### src/rtl/rrtp_pkg.sv
// Package for the round-robin task picker.
// Holds the item types, opcodes, task states and cell control struct.
// Used by rrtp_cell and round_robin_task_picker.
`default_nettype none

package rrtp_pkg;

	localparam int MAX_TASKS = 16;
	localparam int IDX_W     = 4;
	localparam int CNT_W     = 5;
	localparam int WAKE_W    = 32;

	localparam logic [1:0] OP_TICK   = 2'd0;
	localparam logic [1:0] OP_WRITE  = 2'd1;
	localparam logic [1:0] OP_PICK   = 2'd2;
	localparam logic [1:0] OP_UNUSED = 2'd3;

	localparam logic [1:0] TS_READY      = 2'd0;
	localparam logic [1:0] TS_SLEEP_UP   = 2'd1;
	localparam logic [1:0] TS_SLEEP_DOWN = 2'd2;
	localparam logic [1:0] TS_KILLED     = 2'd3;

	localparam logic [CNT_W-1:0] REG_TASK_COUNT = '0;
	localparam logic [CNT_W-1:0] TASK_COUNT_RST = CNT_W'(1);

	typedef struct packed {
		logic [1:0]        opcode;
		logic [IDX_W-1:0]  task_index;
		logic [1:0]        task_state_in;
		logic [WAKE_W-1:0] wake_value;
	} cmd_t;

	typedef struct packed {
		logic [IDX_W-1:0] chosen_task;
		logic             found;
	} result_t;

	typedef struct packed {
		logic wr_en;
		logic load;
		logic load_tok;
		logic search;
	} cell_ctl_t;

endpackage

`default_nettype wire

### src/rtl/round_robin_task_picker.sv
// Round-robin task picker: a chain of task cells, tick counter and pick sequencer.
// Tick and write items are done when accepted in idle; a pick wraps the start index
// into range, loads the token and walks it along the chain over at most the clamped
// task_count entries; the result then strobes for one cycle.
// Reset clears all entries to ready with zero wake, tick and current task to zero,
// and task_count to one. The receiver cannot stall. Depends on rrtp_pkg, rrtp_cell.
`default_nettype none

module round_robin_task_picker (
	input  wire                  clk,
	input  wire                  arst_n,
	input  wire                  start,
	output logic                 busy,
	input  rrtp_pkg::cmd_t       cmd,
	output logic                 result_valid,
	output rrtp_pkg::result_t    result,
	input  wire                  psel,
	input  wire                  penable,
	input  wire                  pwrite,
	input  wire [2:0]            paddr,
	input  wire [31:0]           pwdata,
	output logic [31:0]          prdata,
	output logic                 pready
);

	localparam logic [1:0] S_IDLE   = 2'd0;
	localparam logic [1:0] S_PREP   = 2'd1;
	localparam logic [1:0] S_SEARCH = 2'd2;

	logic [1:0]                         state_q;
	logic [rrtp_pkg::WAKE_W-1:0]        tick_q;
	logic [rrtp_pkg::IDX_W-1:0]         cur_q;
	logic [rrtp_pkg::CNT_W-1:0]         task_count_q;
	logic [rrtp_pkg::CNT_W-1:0]         n_q;
	logic [rrtp_pkg::CNT_W-1:0]         p_q;
	logic [rrtp_pkg::CNT_W-1:0]         k_q;
	logic                               valid_q;
	rrtp_pkg::result_t                  result_q;

	logic                               accept;
	logic                               cfg_wr;
	logic                               reg_sel;
	logic [rrtp_pkg::CNT_W-1:0]         n_eff;
	logic [rrtp_pkg::MAX_TASKS-1:0]     hit;
	logic [rrtp_pkg::MAX_TASKS-1:0]     pass;
	logic [rrtp_pkg::MAX_TASKS-1:0]     is_last;
	logic [rrtp_pkg::MAX_TASKS-1:0]     tok_in;
	logic                               any_hit;
	logic [rrtp_pkg::IDX_W-1:0]         hit_idx;
	logic                               wrap_tok;

	assign busy         = (state_q != S_IDLE);
	assign accept       = start && !busy;
	assign pready       = 1'b1;
	assign reg_sel      = (rrtp_pkg::CNT_W'(paddr[2]) == rrtp_pkg::REG_TASK_COUNT);
	assign cfg_wr       = psel && penable && pwrite && reg_sel;
	assign result_valid = valid_q;
	assign result       = result_q;

	always_comb begin
		prdata = '0;
		if (reg_sel) begin
			prdata = {{(32 - rrtp_pkg::CNT_W){1'b0}}, task_count_q};
		end
	end

	always_comb begin
		priority if (task_count_q == '0) begin
			n_eff = rrtp_pkg::CNT_W'(1);
		end else if (task_count_q > rrtp_pkg::CNT_W'(rrtp_pkg::MAX_TASKS)) begin
			n_eff = rrtp_pkg::CNT_W'(rrtp_pkg::MAX_TASKS);
		end else begin
			n_eff = task_count_q;
		end
	end

	always_comb begin
		wrap_tok = 1'b0;
		any_hit  = 1'b0;
		hit_idx  = '0;
		for (int i = 0; i < rrtp_pkg::MAX_TASKS; i++) begin
			wrap_tok = wrap_tok | (pass[i] & is_last[i]);
			any_hit  = any_hit | hit[i];
			if (hit[i]) begin
				hit_idx = hit_idx | rrtp_pkg::IDX_W'(i);
			end
		end
	end

	genvar g;
	generate
		for (g = 0; g < rrtp_pkg::MAX_TASKS; g++) begin : g_cell
			rrtp_pkg::cell_ctl_t ctl;

			assign is_last[g] = (rrtp_pkg::CNT_W'(g) == n_q - rrtp_pkg::CNT_W'(1));
			if (g == 0) begin : g_first
				assign tok_in[g] = wrap_tok;
			end else begin : g_next
				assign tok_in[g] = pass[g-1] & ~is_last[g-1];
			end

			assign ctl.wr_en    = accept && (cmd.opcode == rrtp_pkg::OP_WRITE) &&
			                      (cmd.task_index == rrtp_pkg::IDX_W'(g));
			assign ctl.load     = (state_q == S_PREP) && (p_q < n_q);
			assign ctl.load_tok = (p_q == rrtp_pkg::CNT_W'(g));
			assign ctl.search   = (state_q == S_SEARCH);

			rrtp_cell u_cell (
				.clk      (clk),
				.arst_n   (arst_n),
				.ctl      (ctl),
				.tick     (tick_q),
				.wr_state (cmd.task_state_in),
				.wr_wake  (cmd.wake_value),
				.tok_in   (tok_in[g]),
				.hit      (hit[g]),
				.pass     (pass[g])
			);
		end
	endgenerate

	always_ff @(posedge clk or negedge arst_n) begin
		if (!arst_n) begin
			state_q      <= S_IDLE;
			tick_q       <= '0;
			cur_q        <= '0;
			task_count_q <= rrtp_pkg::TASK_COUNT_RST;
			n_q          <= rrtp_pkg::CNT_W'(1);
			p_q          <= '0;
			k_q          <= '0;
			valid_q      <= 1'b0;
			result_q     <= '0;
		end else begin
			valid_q <= 1'b0;
			if (cfg_wr) begin
				task_count_q <= pwdata[rrtp_pkg::CNT_W-1:0];
			end
			unique case (state_q)
				S_IDLE: begin
					if (accept) begin
						if (cmd.opcode == rrtp_pkg::OP_TICK) begin
							tick_q <= tick_q + rrtp_pkg::WAKE_W'(1);
						end else if (cmd.opcode == rrtp_pkg::OP_PICK) begin
							n_q     <= n_eff;
							p_q     <= {1'b0, cur_q} + rrtp_pkg::CNT_W'(1);
							k_q     <= '0;
							state_q <= S_PREP;
						end
					end
				end
				S_PREP: begin
					if (p_q >= n_q) begin
						p_q <= p_q - n_q;
					end else begin
						state_q <= S_SEARCH;
					end
				end
				S_SEARCH: begin
					if (any_hit) begin
						cur_q                <= hit_idx;
						result_q.chosen_task <= hit_idx;
						result_q.found       <= 1'b1;
						valid_q              <= 1'b1;
						state_q              <= S_IDLE;
					end else if (k_q == n_q - rrtp_pkg::CNT_W'(1)) begin
						result_q.chosen_task <= cur_q;
						result_q.found       <= 1'b0;
						valid_q              <= 1'b1;
						state_q              <= S_IDLE;
					end else begin
						k_q <= k_q + rrtp_pkg::CNT_W'(1);
					end
				end
				default: begin
					state_q <= S_IDLE;
				end
			endcase
		end
	end

endmodule

`default_nettype wire

### src/rtl/rrtp_cell.sv
// One task entry of the picker chain: status, wake value and search token.
// The token moves to the neighbor cell each search cycle until a runnable entry holds it.
// Depends on rrtp_pkg.
`default_nettype none

module rrtp_cell (
	input  wire                          clk,
	input  wire                          arst_n,
	input  rrtp_pkg::cell_ctl_t          ctl,
	input  wire [rrtp_pkg::WAKE_W-1:0]   tick,
	input  wire [1:0]                    wr_state,
	input  wire [rrtp_pkg::WAKE_W-1:0]   wr_wake,
	input  wire                          tok_in,
	output logic                         hit,
	output logic                         pass
);

	logic [1:0]                  state_q;
	logic [rrtp_pkg::WAKE_W-1:0] wake_q;
	logic                        tok_q;
	logic                        runnable;

	always_comb begin
		runnable = 1'b1;
		unique case (state_q)
			rrtp_pkg::TS_READY:      runnable = 1'b1;
			rrtp_pkg::TS_SLEEP_UP:   runnable = !(wake_q < tick);
			rrtp_pkg::TS_SLEEP_DOWN: runnable = !(wake_q > tick);
			rrtp_pkg::TS_KILLED:     runnable = 1'b0;
			default:                 runnable = 1'b0;
		endcase
	end

	assign hit  = tok_q & runnable;
	assign pass = tok_q & ~runnable;

	always_ff @(posedge clk or negedge arst_n) begin
		if (!arst_n) begin
			state_q <= rrtp_pkg::TS_READY;
			wake_q  <= '0;
			tok_q   <= 1'b0;
		end else begin
			if (ctl.wr_en) begin
				state_q <= wr_state;
				wake_q  <= wr_wake;
			end else if (ctl.search && hit) begin
				wake_q <= '0;
			end
			if (ctl.load) begin
				tok_q <= ctl.load_tok;
			end else if (ctl.search) begin
				tok_q <= tok_in;
			end
		end
	end

endmodule

`default_nettype wire
### config.mk
export PLATFORM = sky130hd
export DESIGN_NAME = round_robin_task_picker
export DESIGN_NICKNAME = d
export VERILOG_FILES = /design/src/rtl/rrtp_pkg.sv /design/src/rtl/round_robin_task_picker.sv /design/src/rtl/rrtp_cell.sv
export SDC_FILE = /design/constraint.sdc
export NUM_CORES = 2
export LEC_CHECK = 0
export BUFFER_PORTS_ARGS = -buffer_cell sky130_fd_sc_hd__buf_2
export CORE_ASPECT_RATIO = 2
export CORE_MARGIN = 2
export CORE_UTILIZATION = 63
export CTS_CLUSTER_DIAMETER = 120
export CTS_CLUSTER_SIZE = 24
export DETAILED_ROUTE_END_ITERATION = 8
export GPL_TIMING_DRIVEN = 0
export PLACE_DENSITY = 0.86
export SYNTH_ARGS = -nofsm -noshare
export SYNTH_HDL_FRONTEND = slang
export SYNTH_SLANG_ARGS = --single-unit
### constraint.sdc
create_clock -name clk -period 5.17 [get_ports clk]
set_input_delay 1.551 -clock clk [delete_from_list [all_inputs] [get_ports clk]]
set_output_delay 1.551 -clock clk [all_outputs]
set_load 0.005 [all_outputs]
Yosys cells after proc, flatten, opt, wreduce, memory -nomap -nowiden
Cells that the tools add are included.
{ "totals": {"wordCells": 572, "ff_bits": 624, "romBits": 0, "in_bits": 81, "latchBits": 0, "memories": 0, "ram_bits": 0} }
{ "classes": {"eq_ne": 106, "n_bitwise": 126, "mul": 0, "n_reduce_logical": 121, "add_sub_neg": 5, "div": 0, "n_shift": 0, "muxes": 121, "order_cmp": 35} }
{ "op_table": {"columns": ["op", "count"], "rows": [
  ["$mux 32", 32],
  ["$gt 32x32->1", 16],
  ["$lt 32x32->1", 16],
  ["$mux 5", 14],
  ["$eq 2x2->1 const B", 34],
  ["$pmux 1 s4", 16],
  ["$and 1x1->1", 63],
  ["$reduce_bool 2->1", 21],
  ["$eq 4x5->1 const A", 8],
  ["$eq 5x4->1 const B", 8],
  ["$logic_and 1x1->1", 38],
  ["$eq 2x1->1 const B", 18],
  ["$logic_not 2->1", 18],
  ["$mux 1", 36],
  ["$logic_not 1->1", 33],
  ["$not 1->1", 33],
  ["$add 32x1->32 const B", 1],
  ["$eq 4x4->1 const B", 8],
  ["$mux 4", 8],
  ["$or 1x1->1", 30],
  ["$eq 3x5->1 const A", 4],
  ["$eq 5x3->1 const B", 4],
  ["$pmux 5 s2", 2],
  ["$eq 4x3->1 const B", 4],
  ["27 further kinds", 49]
]} }

Depth between registers and ports, before layout
{ "depth": {"word_depth": 23, "mapped_depth": 13} }

Cells and area by module
Synthesis repeated with hierarchy kept, for this count alone.
{ "unflattened": {"cells_unflattened": 4843, "hier_area_um2": 45318.5} }
{ "modules_own_cells": {"columns": ["mod", "area_per_inst_um2", "instances", "cells_each"], "rows": [
  ["rrtp_cell", 2572.5, 16, 275],
  ["round_robin_task_picker", 4159.0, 1, 443]
]} }

Worst setup path before layout
Ideal clock, no wire load.
{ "synth_timing": {"path_type": "input -> register", "startpoint": "input port cmd[38] (netlist name)", "endpoint": "register tick_q[28] (netlist name)", "arrival_time_ps": 3755, "slack_ps": 1275, "setup_time_ps": 140, "cell_stages": 10, "cell_sequence": "nor4b_1 nor2b_1 clkbuf_1 and3_1 nand4_1 nor4_1 and2_1 nand2_1 nor4_1 xnor2_1"} }
{ "synth_via": {"elab_chain_len": 2} }
{ "synth_lines": {"columns": ["element", "line_no", "text"], "rows": [
  ["start, declared", "round_robin_task_picker.sv:14", "input rrtp_pkg::cmd_t cmd,"],
  ["$logic_not 2->1", "round_robin_task_picker.sv:141", "if (cmd.opcode == rrtp_pkg::OP_TICK) begin"],
  ["$reduce_and 3->1 (no source line)", null, null],
  ["end signal, assigned", "round_robin_task_picker.sv:142", "tick_q <= tick_q + rrtp_pkg::WAKE_W'(1);"],
  ["end, declared", "round_robin_task_picker.sv:31", "logic [rrtp_pkg::WAKE_W-1:0] tick_q;"]
]} }
Every way passes these cells.
A chain may end at the register's enable or synchronous reset.

Worst setup path after layout
{ "layout_timing": {"startpoint": "register tick_q[15] (netlist name)", "endpoint": "register g_cell[14].u_cell.wake_q[11] (netlist name)"} }
{ "layout_via": {"elab_chain_len": 6, "elab_cells_between_ends": 8, "classes_between": "2 x order compare; 1 x mux; 1 x bitwise; 4 x reduce/logical"} }
{ "layout_lines": {"columns": ["element", "line_no", "text"], "rows": [
  ["$gt 32x32->1 / $lt 32x32->1 (equally long branches)", "rrtp_cell.sv:28, rrtp_cell.sv:27", null],
  ["$logic_not 1->1, on equally long branches", "rrtp_cell.sv:28, rrtp_cell.sv:27", null],
  ["$pmux 1 s4 *", "rrtp_cell.sv:25", "unique case (state_q)"],
  ["$and 1x1->1 *", "rrtp_cell.sv:34", "assign hit = tok_q & runnable;"],
  ["$logic_and 1x1->1 *", "rrtp_cell.sv:46", "end else if (ctl.search && hit) begin"],
  ["$reduce_bool 2->1 (no source line) *", null, null],
  ["end signal, assigned", "rrtp_cell.sv:45", "wake_q <= wr_wake;"],
  ["end, declared", "rrtp_cell.sv:19", "logic [rrtp_pkg::WAKE_W-1:0] wake_q;"]
]} }
Every way passes the cells marked *; elsewhere a longest branch is shown, timed or not.

==> run_summary.xml <==
<?xml version="1.0" encoding="UTF-8"?>
<metrics>
  <group name="detailed_routing">
    <metric name="first_pass_iters" unit="">6</metric>
    <metric name="detail_route.vias_per_cell" unit="">7.17</metric>
    <metric name="drt-total-wl" unit="um">111000</metric>
    <metric name="route.antenna.remaining_nets" unit="">0</metric>
    <metric name="number_of_drc_violations_after_detailed_routing" unit="">0</metric>
    <metric name="dr_total_vias" unit="">29142</metric>
    <metric name="initialDrtViolationCount" unit="">2896</metric>
    <metric name="avgRoutedWirePerCell" unit="um">27.2</metric>
  </group>
  <group name="setup_path">
    <metric name="timing.critical_path.required" unit="ns">5.69</metric>
    <metric name="slowest_stage" unit="">inv_1</metric>
    <metric name="critical_path_peak_fanout" unit="">18</metric>
    <metric name="crit_path_cell_trace" unit="">inv_1 &gt; ha_1 &gt; nand4_1 &gt; nor4_1 &gt; o21ai_0 &gt; a31oi_1 &gt; nor2_1 &gt; o32ai_1 &gt; a21oi_1 &gt; clkbuf_1 &gt; a22o_1</metric>
    <metric name="reg2reg_from" unit="">tick_q[15]</metric>
    <metric name="kind_of_critical_path" unit="">register to register</metric>
    <metric name="cp.arrival" unit="ns">5.97</metric>
    <metric name="worst-r2r-cell-count" unit="">11</metric>
    <metric name="timing.critical_path.buf_inv" unit="">2</metric>
    <metric name="flop2flop_setup_slack" unit="ns">-0.28</metric>
    <metric name="slowest_stage_delay_cp" unit="ns">0.81</metric>
    <metric name="timing.critical_path.max_delay_family" unit="">compound AO/OA/AOI/OAI gates</metric>
    <metric name="worst_r2r_endpoint" unit="">g_cell[14].u_cell.wake_q[11]</metric>
    <metric name="worst_setup_path_start_kind" unit="">register</metric>
    <metric name="timing.critical_path.to_type" unit="">register</metric>
  </group>
  <group name="global_route">
    <metric name="grt_pass1_wl" unit="um">170000</metric>
    <metric name="grt_max_degree" unit="">132</metric>
    <metric name="antenna_violations_before_repair" unit="">3</metric>
    <metric name="first_global_vias" unit="">30161</metric>
    <metric name="grt_remaining_overflow" unit="">0</metric>
    <metric name="gr-usage-all-layers" unit="">0.382</metric>
  </group>
  <group name="min_path">
    <metric name="type_of_the_tightest_min_delay_check" unit="">register to register</metric>
    <metric name="timing.hold.worst_endpoint" unit="">tick_q[18]</metric>
    <metric name="min_delay_path_depth" unit="">1</metric>
    <metric name="hp-start" unit="">tick_q[18]</metric>
  </group>
  <group name="final_layout">
    <metric name="area_delta_synth_final" unit="%">6.05</metric>
    <metric name="layout.cells.most_common" unit="">dfrtp_1</metric>
    <metric name="post_layout_nonfiller_instances" unit="">4067</metric>
    <metric name="mostFrequentLayoutCells" unit="">dfrtp_1 (622), ha_1 (525), a22o_1 (516)</metric>
    <metric name="design.final.nets" unit="">3911</metric>
    <metric name="final_util" unit="">0.675</metric>
    <metric name="final_layout_size_suffix_gt1_frac" unit="">0.0516</metric>
  </group>
  <group name="timing">
    <metric name="final.setup.worst_slack" unit="ns">-0.276</metric>
    <metric name="tightest_slew" unit="ns">1.30</metric>
    <metric name="drv_slew" unit="">0</metric>
    <metric name="clock.fmax" unit="MHz">184</metric>
    <metric name="worst_slew_margin_rel" unit="">0.125</metric>
    <metric name="hold_viol" unit="">0</metric>
    <metric name="post-route-period-util" unit="">1.05</metric>
    <metric name="timing.final.crit_period" unit="ns">5.45</metric>
    <metric name="fin_worst_skew" unit="ns">0.0150</metric>
    <metric name="final-setup-viol-count" unit="">45</metric>
    <metric name="setup_repair_after_global_routing_missed_its_margin" unit="">yes</metric>
  </group>
  <group name="flow_run">
    <metric name="maxCapViolations" unit="">0</metric>
  </group>
  <group name="die">
    <metric name="ios" unit="">121</metric>
    <metric name="dieHeight" unit="um">340</metric>
    <metric name="floorplan.die.width" unit="um">172</metric>
    <metric name="die_area" unit="um2">58600</metric>
    <metric name="core_area" unit="um2">56000</metric>
    <metric name="row_count" unit="">123</metric>
    <metric name="initial_core_util" unit="">0.636</metric>
  </group>
  <group name="placement">
    <metric name="detailedPlacementHpwl" unit="um">82400</metric>
    <metric name="finalWeightedCongestion" unit="">1.01</metric>
    <metric name="dp_worst_setup_slack" unit="ns">-0.0326</metric>
    <metric name="placement.io_buffers" unit="">29</metric>
    <metric name="placed_cells" unit="">4023</metric>
  </group>
  <group name="logic_synthesis">
    <metric name="synth_ff_type" unit="">dfrtp_1</metric>
    <metric name="yosys.cell_types.count" unit="">89</metric>
    <metric name="synth_edf_count" unit="">0</metric>
    <metric name="synth_cells" unit="">3212</metric>
    <metric name="synthesis.yosys.warnings" unit="">0</metric>
    <metric name="mappedNetlistArea" unit="um2">35600</metric>
    <metric name="synthArstFlopShare" unit="">1.00</metric>
    <metric name="average_footprint_of_a_synthesized_cell" unit="um2">11.1</metric>
    <metric name="ys_seq_elements" unit="">624</metric>
    <metric name="synth_seq_area_share" unit="">0.438</metric>
  </group>
  <group name="run_status">
    <metric name="failed_checks" unit="">setup timing</metric>
    <metric name="run_status" unit="">finished, violations left</metric>
  </group>
  <group name="clocking">
    <metric name="clkSinkCount" unit="">624</metric>
    <metric name="cts_tree" unit="">done</metric>
    <metric name="cts_root_buf" unit="">clkbuf_16</metric>
    <metric name="clkSlewWorstSetupHoldPaths" unit="ns">0.11</metric>
    <metric name="clkLatencyLatePin" unit="ns">0.64</metric>
    <metric name="postCtsSetupBuffers" unit="">0</metric>
    <metric name="tritoncts.num_buffers" unit="">29</metric>
    <metric name="cts_max_level" unit="">1</metric>
    <metric name="ctsLongestPathBuffers" unit="">3</metric>
  </group>
  <group name="pwr">
    <metric name="power-per-cell-area" unit="nW/um2">448</metric>
    <metric name="max_rail_drop_vdd" unit="mV">0.394</metric>
    <metric name="fin_total_pwr" unit="mW">16.9</metric>
    <metric name="p_leak" unit="nW">18.9</metric>
  </group>
</metrics>
-- where the power goes --
part           internal (mW)  total, mW  switching (mW)
Combinational           2.99       6.73            3.74
Sequential              6.35       7.53            1.18
Clock                   1.04       2.66            1.62
Total                   10.4       16.9            6.54
-- Yosys cell counts (5+ instances only) --
| master | n | share of area |
|---|---|---|
| ha_1 | 525 | 0.18 |
| nand4_1 | 96 | 0.017 |
| a21o_1 | 62 | 0.013 |
| clkbuf_1 | 149 | 0.016 |
| a21boi_0 | 8 | 0.0017 |
| nand3_1 | 61 | 0.0086 |
| nand3b_1 | 6 | 0.0013 |
| a21oi_1 | 218 | 0.031 |
| a22o_1 | 516 | 0.13 |
| xnor2_1 | 40 | 0.0098 |
| a221oi_1 | 19 | 0.0047 |
| a221o_1 | 13 | 0.0037 |
| o31ai_1 | 5 | 0.0011 |
| buf_1 | 32 | 0.0034 |
| a211o_1 | 5 | 0.0012 |
| nand2_1 | 174 | 0.018 |
| dfrtp_1 | 622 | 0.44 |
| nor3b_1 | 5 | 0.0011 |
| o211ai_1 | 17 | 0.0036 |
| a2111oi_0 | 7 | 0.0017 |
| nor3_1 | 31 | 0.0044 |
| inv_1 | 90 | 0.0095 |
| o21ai_0 | 83 | 0.012 |
| o21a_1 | 8 | 0.0017 |
| mux2i_1 | 10 | 0.0028 |
| nand2b_1 | 19 | 0.0033 |
| and3_1 | 11 | 0.0019 |
| or3_1 | 5 | 0.00088 |
| a211oi_1 | 15 | 0.0032 |
| a31oi_1 | 13 | 0.0023 |
| mux2_2 | 38 | 0.012 |
| nor4_1 | 34 | 0.0060 |
| and4_1 | 22 | 0.0054 |
| buf_4 | 28 | 0.0059 |
| nor2_1 | 75 | 0.0079 |
| and2_1 | 13 | 0.0023 |
| nor2b_1 | 29 | 0.0051 |
| xor2_1 | 6 | 0.0015 |
| o22ai_1 | 5 | 0.00088 |
-- worst max path at each step --
| stage | from | endpoint | depth (start not counted) |
|---|---|---|---|
| floorplan | cmd[38] | tick_q[28] | 10 |
| global placement | arst_n | g_cell[14].u_cell.wake_q[8] | 1 |
| detailed placement | tick_q[27] | g_cell[11].u_cell.wake_q[25] | 12 |
| CTS | tick_q[27] | g_cell[11].u_cell.wake_q[25] | 12 |
| global route | tick_q[15] | g_cell[14].u_cell.wake_q[27] | 11 |
| finish | tick_q[15] | g_cell[14].u_cell.wake_q[11] | 11 |
-- state kept, by name (all words and copies together) (netlist names), 16 cells and up --
signal	cells
g_cell.u_cell.wake_q	512
g_cell.u_cell.state_q	32
tick_q	32
g_cell.u_cell.tok_q	16
-- cells by family (layout without fill, tap and decap cells) --
group,Yosys count,count (layout),synth area share
mux,49,49,0.0151
fa+ha+maj,526,526,0.185
buf+inv,301,377,0.0349
simple gates,607,607,0.0896
xor+xnor,46,46,0.0113
flops,624,624,0.438
compound gates,1057,1057,0.226
other cells,2,31,0.000211
-- final cells by class --
class | count | area (um2)
fill | 4279 | 18200
tap | 750 | 938
buffer | 211 | 906
timing repair buffer | 35 | 304
multi-input combinational | 2313 | 18900
antenna | 3 | 7.51
clock buffer | 41 | 771
inverter | 90 | 345
sequential | 624 | 15600
-- stage by stage --
stage | instance area (um2) | hold WS (ns) | TNS, ns
2_1_floorplan | 35700 | 0.445 | 0
3_3_place_gp | 36800 | 0.459 | -6011.79
3_5_place_dp | 37000 | 0.466 | -0.223
4_1_cts | 37800 | 0.480 | 0
5_1_grt | 37800 | 0.506 | -5.09
6_report | 37800 | 0.479 | -7.76
-- timing repair --
action	in CTS	in global routing
hold buffers	0	0
gates resized for setup	2	3
endpoints found under the setup margin	31	91
-- worst reg2reg max path, cell delays in order, from the launching register on --
cell	delay, ns
dfrtp_1	0.42
inv_1	0.81
ha_1	0.34
nand4_1	0.24
nor4_1	0.64
o21ai_0	0.22
a31oi_1	0.50
nor2_1	0.23
o32ai_1	0.76
a21oi_1	0.48
clkbuf_1	0.40
a22o_1	0.28
-- layer usage --
metal | GRT usage | share of wire | up-vias
li1 | - | - | 12446
met1 | 0.457 | 0.36 | 14428
met2 | 0.612 | 0.47 | 1644
met3 | 0.0500 | 0.072 | 622
met4 | 0.310 | 0.098 | 2
met5 | 0 | 0.00014 | -
Note: power is estimated with default switching activity, not from simulation.
